==> src/fpsel_pkg.sv <==
// Shared types and constants for the fitness proportional selector.
package fpsel_pkg;

  localparam int unsigned OP_W       = 2;
  localparam int unsigned IDX_W      = 8;
  localparam int unsigned FIT_W      = 32;
  localparam int unsigned FRAC_W     = 16;
  localparam int unsigned POP_W      = 9;
  localparam int unsigned SUM_W      = 41;
  localparam int unsigned OUT_SUM_W  = 40;
  localparam int unsigned MUL_SPLIT  = 21;
  localparam int unsigned DIV_CNT_W  = 6;
  localparam logic [POP_W-1:0] POP_SIZE_RST = 9'd256;

  typedef enum logic [OP_W-1:0] {
    OP_LOAD   = 2'd0,
    OP_STATS  = 2'd1,
    OP_SELECT = 2'd2
  } op_e;

  typedef struct packed {
    logic ram_we;
    logic latch_frac;
    logic start_scan;
    logic scan_sel;
    logic start_div;
    logic mul_lo;
    logic mul_hi;
    logic load_out;
  } cmd_t;

  typedef struct packed {
    logic scan_done;
    logic div_done;
  } status_t;

endpackage

==> src/fpsel_ctrl.sv <==
// Controller state machine: sequences load, statistics and select operations.
module fpsel_ctrl (
  input  logic                    clk_i,
  input  logic                    rst_ni,
  input  logic                    in_valid_i,
  output logic                    in_ready_o,
  input  logic [fpsel_pkg::OP_W-1:0] operation_i,
  output logic                    out_valid_o,
  input  logic                    out_ready_i,
  input  fpsel_pkg::status_t      status_i,
  output fpsel_pkg::cmd_t         cmd_o
);

  typedef enum logic [7:0] {
    ST_IDLE     = 8'b0000_0001,
    ST_SCAN     = 8'b0000_0010,
    ST_DIV_INIT = 8'b0000_0100,
    ST_DIV      = 8'b0000_1000,
    ST_MUL_LO   = 8'b0001_0000,
    ST_MUL_HI   = 8'b0010_0000,
    ST_SEL      = 8'b0100_0000,
    ST_DONE     = 8'b1000_0000
  } state_e;

  state_e state_q, state_d;
  logic   out_valid_q, out_valid_d;
  logic   in_fire;

  assign in_ready_o = (state_q == ST_IDLE);
  assign in_fire    = in_valid_i && in_ready_o;

  always_comb begin
    state_d = state_q;
    cmd_o   = '0;
    unique case (state_q)
      ST_IDLE: begin
        if (in_fire) begin
          unique case (fpsel_pkg::op_e'(operation_i))
            fpsel_pkg::OP_LOAD: begin
              cmd_o.ram_we = 1'b1;
            end
            fpsel_pkg::OP_STATS: begin
              cmd_o.start_scan = 1'b1;
              state_d          = ST_SCAN;
            end
            fpsel_pkg::OP_SELECT: begin
              cmd_o.latch_frac = 1'b1;
              state_d          = ST_MUL_LO;
            end
            default: begin
              state_d = ST_IDLE;
            end
          endcase
        end
      end
      ST_SCAN: begin
        if (status_i.scan_done) begin
          state_d = ST_DIV_INIT;
        end
      end
      ST_DIV_INIT: begin
        cmd_o.start_div = 1'b1;
        state_d         = ST_DIV;
      end
      ST_DIV: begin
        if (status_i.div_done) begin
          state_d = ST_DONE;
        end
      end
      ST_MUL_LO: begin
        cmd_o.mul_lo = 1'b1;
        state_d      = ST_MUL_HI;
      end
      ST_MUL_HI: begin
        cmd_o.mul_hi     = 1'b1;
        cmd_o.start_scan = 1'b1;
        cmd_o.scan_sel   = 1'b1;
        state_d          = ST_SEL;
      end
      ST_SEL: begin
        if (status_i.scan_done) begin
          state_d = ST_DONE;
        end
      end
      ST_DONE: begin
        if (!out_valid_q || out_ready_i) begin
          cmd_o.load_out = 1'b1;
          state_d        = ST_IDLE;
        end
      end
      default: begin
        state_d = ST_IDLE;
      end
    endcase
  end

  always_comb begin
    out_valid_d = out_valid_q;
    priority if (cmd_o.load_out) begin
      out_valid_d = 1'b1;
    end else if (out_ready_i) begin
      out_valid_d = 1'b0;
    end
  end

  always_ff @(posedge clk_i or negedge rst_ni) begin
    if (!rst_ni) begin
      state_q     <= ST_IDLE;
      out_valid_q <= 1'b0;
    end else begin
      state_q     <= state_d;
      out_valid_q <= out_valid_d;
    end
  end

  assign out_valid_o = out_valid_q;

endmodule

==> config.mk <==
export PLATFORM = sky130hd
export DESIGN_NAME = fpsel_ctrl
export DESIGN_NICKNAME = d
export VERILOG_FILES = /design/src/fpsel_pkg.sv /design/src/fpsel_ctrl.sv
export SDC_FILE = /design/constraint.sdc
export NUM_CORES = 1
export LEC_CHECK = 0
export ABC_AREA = 1
export BUFFER_PORTS_ARGS = -buffer_cell sky130_fd_sc_hd__buf_2
export CAP_MARGIN = 0
export CORE_UTILIZATION = 45
export CTS_CLUSTER_DIAMETER = 50
export DETAILED_ROUTE_END_ITERATION = 8
export PLACE_DENSITY_LB_ADDON = 0.05
export SYNTH_ARGS = -nofsm -noshare
export SYNTH_HDL_FRONTEND = slang
export SYNTH_SLANG_ARGS = --single-unit
==> constraint.sdc <==
create_clock -name clk_i -period 1.15 [get_ports clk_i]
set_input_delay 0.115 -clock clk_i [delete_from_list [all_inputs] [get_ports clk_i]]
set_output_delay 0.115 -clock clk_i [all_outputs]
set_load 0.1 [all_outputs]
## Word level (Yosys, flattened, before mapping)

Cells that the tools add are included.

| cells by class | value |
|---|---|
| add/sub/neg operators | 0 |
| eq/ne operators | 16 |
| $lt $le $gt $ge | 0 |
| bitwise gates (word level) | 0 |
| div/mod/pow operators | 0 |
| shift operators | 0 |
| reduce and logical (&&, ||, !) cells | 6 |
| muxes and demuxes | 20 |
| multipliers | 0 |

Operators with widths:

| kind | count |
|---|---|
| one-hot mux 8 bit (8 select lines) | 1 |
| 2-to-1 mux 8 bit | 5 |
| one-hot mux 8 bit (3 select lines) | 1 |
| 2-to-1 mux 1 bit | 10 |
| inequality test 2 bit (second input constant) | 5 |
| equality test 8 x 1 -> 1 bit (second input constant) | 1 |
| equality test 8 x 2 -> 1 bit (second input constant) | 1 |
| equality test 8 x 3 -> 1 bit (second input constant) | 1 |
| equality test 8 x 4 -> 1 bit (second input constant) | 1 |
| equality test 8 x 5 -> 1 bit (second input constant) | 1 |
| equality test 8 x 6 -> 1 bit (second input constant) | 1 |
| equality test 8 x 7 -> 1 bit (second input constant) | 1 |
| equality test 8 bit (second input constant) | 1 |
| AND reduction 6 bit | 1 |
| 2-to-1 mux 3 bit | 1 |
| equality test 2 x 1 -> 1 bit (second input constant) | 1 |
| equality test 2 bit (second input constant) | 1 |
| logical NOT 2 bit | 1 |
| 2-to-1 mux 2 bit | 1 |
| inequality test 2 x 1 -> 1 bit (second input constant) | 1 |
| one-hot mux 1 bit (2 select lines) | 1 |
| nonzero test 2 bit | 1 |
| logical AND 1 bit | 1 |
| logical NOT 1 bit | 1 |
| logical OR 1 bit | 1 |

| storage, ports and cells | value |
|---|---|
| RAM bits | 0 |
| bits in registers | 9 |
| memories kept | 0 |
| output and inout port bits | 10 |
| input port bits | 8 |
| bits in read-only memories | 0 |
| bits in latches | 0 |

## Longest topological paths before layout

| logic depth | value |
|---|---|
| depth after elaboration | 5 |
| gate-level depth with buffers | 10 |
| depth with buffers taken out | 10 |

## Worst setup path after synthesis

Ideal clock, no wire load.

| path | value |
|---|---|
| kind | flip-flop to output port |
| start | register state_q[0] |
| end | output cmd_o[5] in the netlist's numbering |
| arrival | 3.521 ns |
| path buffers | 0 |
| setup slack | -2.486 ns |
| cell stages (with the launch flop) | 7 |
| required time | 1.035 ns |
| cells stage by stage | dfstp_2 -> inv_2 -> nor2_1 -> nand2_1 -> nor2_4 -> nand2_1 -> o21ai_0 |

RTL lines:

| element | RTL line | text |
|---|---|---|
| start: declaration | fpsel_ctrl.sv:25 | `state_e state_q, state_d;` |
| start signal: assignment | fpsel_ctrl.sv:111 | `state_q <= state_d;` |
| end: declaration | fpsel_ctrl.sv:11 | `output fpsel_pkg::cmd_t cmd_o` |

==> results list <==
* Fraction of final layout cells with drive strength greater than 1: 57.6%
* Fraction of met3 tracks used by global routing: 8.70%
- In this run the critical register-to-register path is launched from state_q[0].
* Top Usage Layer GRT: met2
* Post-DRT Antenna Nets: 0
* Count of unique library cells instantiated by Yosys: 21
- Crit Path Max Fanout: 4
- On the final layout, the worst clock skew is 2.53 ps.
* Hold violation count in the final report: 0
- DR iter-0 viols: 19
- For this run, the register share of the synthesized area comes to 32.7%.
- The library cell used most frequently in the layout, excluding fill and tap cells, is sky130_fd_sc_hd__nand2_1.
- Setup crit start: state_q[0]
* Power per cell area: 2210 nW/um^2
- The initial utilization of the core area, before any placement, comes to roughly half.
- Ranked by total cell area, the synthesized netlist is headed by sky130_fd_sc_hd__dfrtp_1 29%, sky130_fd_sc_hd__nand2_1 17%, sky130_fd_sc_hd__nor2_1 11%.
- The core region is 1370 um^2.
- Fin worst setup slack: -568 ps
* CTS tree: yes
- Row generation in the floorplan step produced 13 rows.
- H-tree level count: 1
- In the finished design, the share of the clock period the worst path needs comes to 149%.
- Area growth, synth to finish: 76.5%
- Share of the synthesized area in the top cell type: 28.9%
- Across the VDD grid, the largest voltage drop is 1180 uV.
- Netlist Area Pre-Place: 693 um^2
- Pin placement for this block handled 18 I/O pins.
* Met1 routing resource usage after global routing: about 28%
- Setup repair after global routing could not meet its margin everywhere.
* Highest-count cells in the layout ignoring fill and taps: 23 x sky130_fd_sc_hd__nand2_1, 12 x sky130_fd_sc_hd__nor2_1
- sky130_fd_sc_hd__dfrtp_1 takes more of the synthesized area than any other cell.
- Total Die Area: 1700 um^2
* Die width: between 40 and 50 um
- The flow ran to the end, but the final reports show violations.
- Crit Path Class: reg2out
- GRT Util Overall: 27.7%
- Insertion delay to the later sink of the worst-skew pair: 290 ps
* Internal power contribution: 1.26 mW
- Max-slew headroom: between 70% and 80%
- Clock-pin slew was measured on the worst setup and hold paths at 70 ps.
- For this run, global-route usage on met2 was measured as 50.8%.
* Gpl congestion: 0.869
- Maximum number of pins on one net before global-route repair: 10
- For the pin with the worst max-slew slack, the measured transition is 378 ps.
* Count of pins over their slew limit: 0
* Global-route wire length before repair: 2.86 mm
- Each instance of the synthesized netlist takes up on average 6.67 um^2.
- Final setup violation count: 18
- Routed vias: 777
* DRT Wirelength: 2.08 mm
* Fmax achieved: 0.582 GHz
* Portion of total power attributed to the clock network: 10.0%
- Port buffering added 17 buffers.
* Number of inserted diodes: 0
- Overall die height: 41.2 um
* Total number of nets in the final design: 151
- Detailed placement ended at an HPWL of around 1.2 mm.
- Vias in the first global route: 705
* Clock tree root driver cell: sky130_fd_sc_hd__clkbuf_4
- Max-cap violations: 0
* Leakage power: 0.632 nW
- DR DRC count: 0
* Relative contribution of combinational cells to total power: 73.7%
- Clock tree synthesis found a total of 9 sinks.
- Net count of the mapped netlist: 115
- After technology mapping, the gate count stands at 104.
- The setup check on the worst reg-to-reg path leaves a slack of -470 ps.
- Counting flops and latches in the post-synthesis netlist gives 9.
- Counting along the longest clock path gives a buffer depth of 2.
* Number of buffers inserted during clock tree synthesis: 3
- Switching part of the total power: 53.4%
* Failing checks: setup timing
* First drt pass iteration count: 4
* Grt total ovfl: 0
* Register share of total power: 16.2%
* Warnings from Yosys: 0
- STA puts the critical path data required time at 1030 ps.
- The worst setup path is captured at a primary output.
- Cells fill 89.6% of the core in the end.
* Startpoint of the lowest-slack hold path: out_ready_i
* HP Class: in2reg
* Critical Path AT: between 1500 and 2000 ps
- In the final routed layout, each cell accounts on average for 13.5 um.
* Startpoint kind of the worst setup timing path: flip-flop
- Initial antenna violation count: 0
* Number of vias per cell after detailed routing: 5.05
- For the finished layout, the period the worst path requires is 1720 ps.
- After routing, the total negative slack on setup checks comes to -7190 ps.
- Summed over all nets, the switching power comes to around 1.4 mW.
## timing repair
action,4_1_cts,5_1_grt
setup buffers,7,2
setup endpoints to repair,17,19
gates cloned,0,0
resized for setup,14,12
endpoints found under the hold margin,9,0
hold buffers,1,0
pin swaps,12,7
## critical path: stages, from the launching register on
cell	delay (ps)
sky130_fd_sc_hd__dfstp_2	540
sky130_fd_sc_hd__inv_2	40
sky130_fd_sc_hd__nor2_2	100
sky130_fd_sc_hd__nand2_2	70
sky130_fd_sc_hd__nor2_4	140
sky130_fd_sc_hd__nand2_2	90
sky130_fd_sc_hd__o21ai_4	150
sky130_fd_sc_hd__buf_12	190
## path summary, 6_finish.rpt
kind                          endpoint  cells after the start
max reg2reg                 state_q[4]                     11
max                           cmd_o[5]                      7
max in group asynchronous   state_q[0]                      2
min in group asynchronous  out_valid_o                      2
min                        out_valid_o                      2
min reg2reg                out_valid_o                      2
## per-stage QoR
step                      power [mW]  std cells  hold WS, ps  instance area (um^2)  setup WS [ps]
final                           2.71        154        0.807                  1220           -568
after global routing            2.85        154         8.79                  1220           -658
after CTS                       2.55        152         26.3                  1170           -545
after detailed placement        2.11        140        -19.5                  1030           -324
after global placement          2.08        140        -23.2                  1030           -283
after floorplan                 1.61        104         -181                   763           -996
## flip-flops by register name (all words and copies together) (netlist names)
register / count
state_q: 8
out_valid_o: 1
## cells in the mapped netlist
cell	count
sky130_fd_sc_hd__nand3_1	1
sky130_fd_sc_hd__o21ai_0	3
sky130_fd_sc_hd__nor2_4	2
sky130_fd_sc_hd__nand2_4	2
sky130_fd_sc_hd__o21ai_2	1
sky130_fd_sc_hd__nand3_2	1
sky130_fd_sc_hd__nand2_2	3
sky130_fd_sc_hd__or2_1	1
sky130_fd_sc_hd__or2_0	1
sky130_fd_sc_hd__nand3b_2	1
sky130_fd_sc_hd__a21oi_2	1
sky130_fd_sc_hd__nor2_2	1
sky130_fd_sc_hd__dfstp_2	1
sky130_fd_sc_hd__dfrtp_1	8
sky130_fd_sc_hd__inv_4	1
sky130_fd_sc_hd__buf_4	2
sky130_fd_sc_hd__nor2_1	20
sky130_fd_sc_hd__inv_2	4
sky130_fd_sc_hd__nand2_1	32
sky130_fd_sc_hd__ha_1	3
sky130_fd_sc_hd__inv_1	15
## power groups by stage
stage,combinational [mW],clock (mW),sequential [mW]
global placement,1.65,0,0.434
global route,2.12,0.285,0.445
floorplan,1.17,0,0.439
detailed placement,1.67,0,0.439
CTS,1.85,0.268,0.433
finish,2.00,0.271,0.439
## cells by family after synthesis
logic type / Yosys count / synth area share, %
compound gates: 5 / 4.69
buf+inv: 22 / 13.4
flops: 9 / 32.7
simple gates: 65 / 43.9
fa+ha+maj: 3 / 5.42
## layer usage
metal / routed length [um] / part of all wire [%]
met1: 732 / 35
met2: 1120 / 54
met3: 122 / 5.9
met4: 107 / 5.1
met5: 0 / 0
## cell type report
cell class	instances	area [um^2]
Clock buffer	3	22.5
Clock inverter	1	5.00
Sequential cell	9	230
Tap cell	15	18.8
Inverter	20	88.8
Multi-Input combinational cell	73	482
Fill cell	67	143
Timing Repair Buffer	33	377
(Power assumes the default switching activity.)
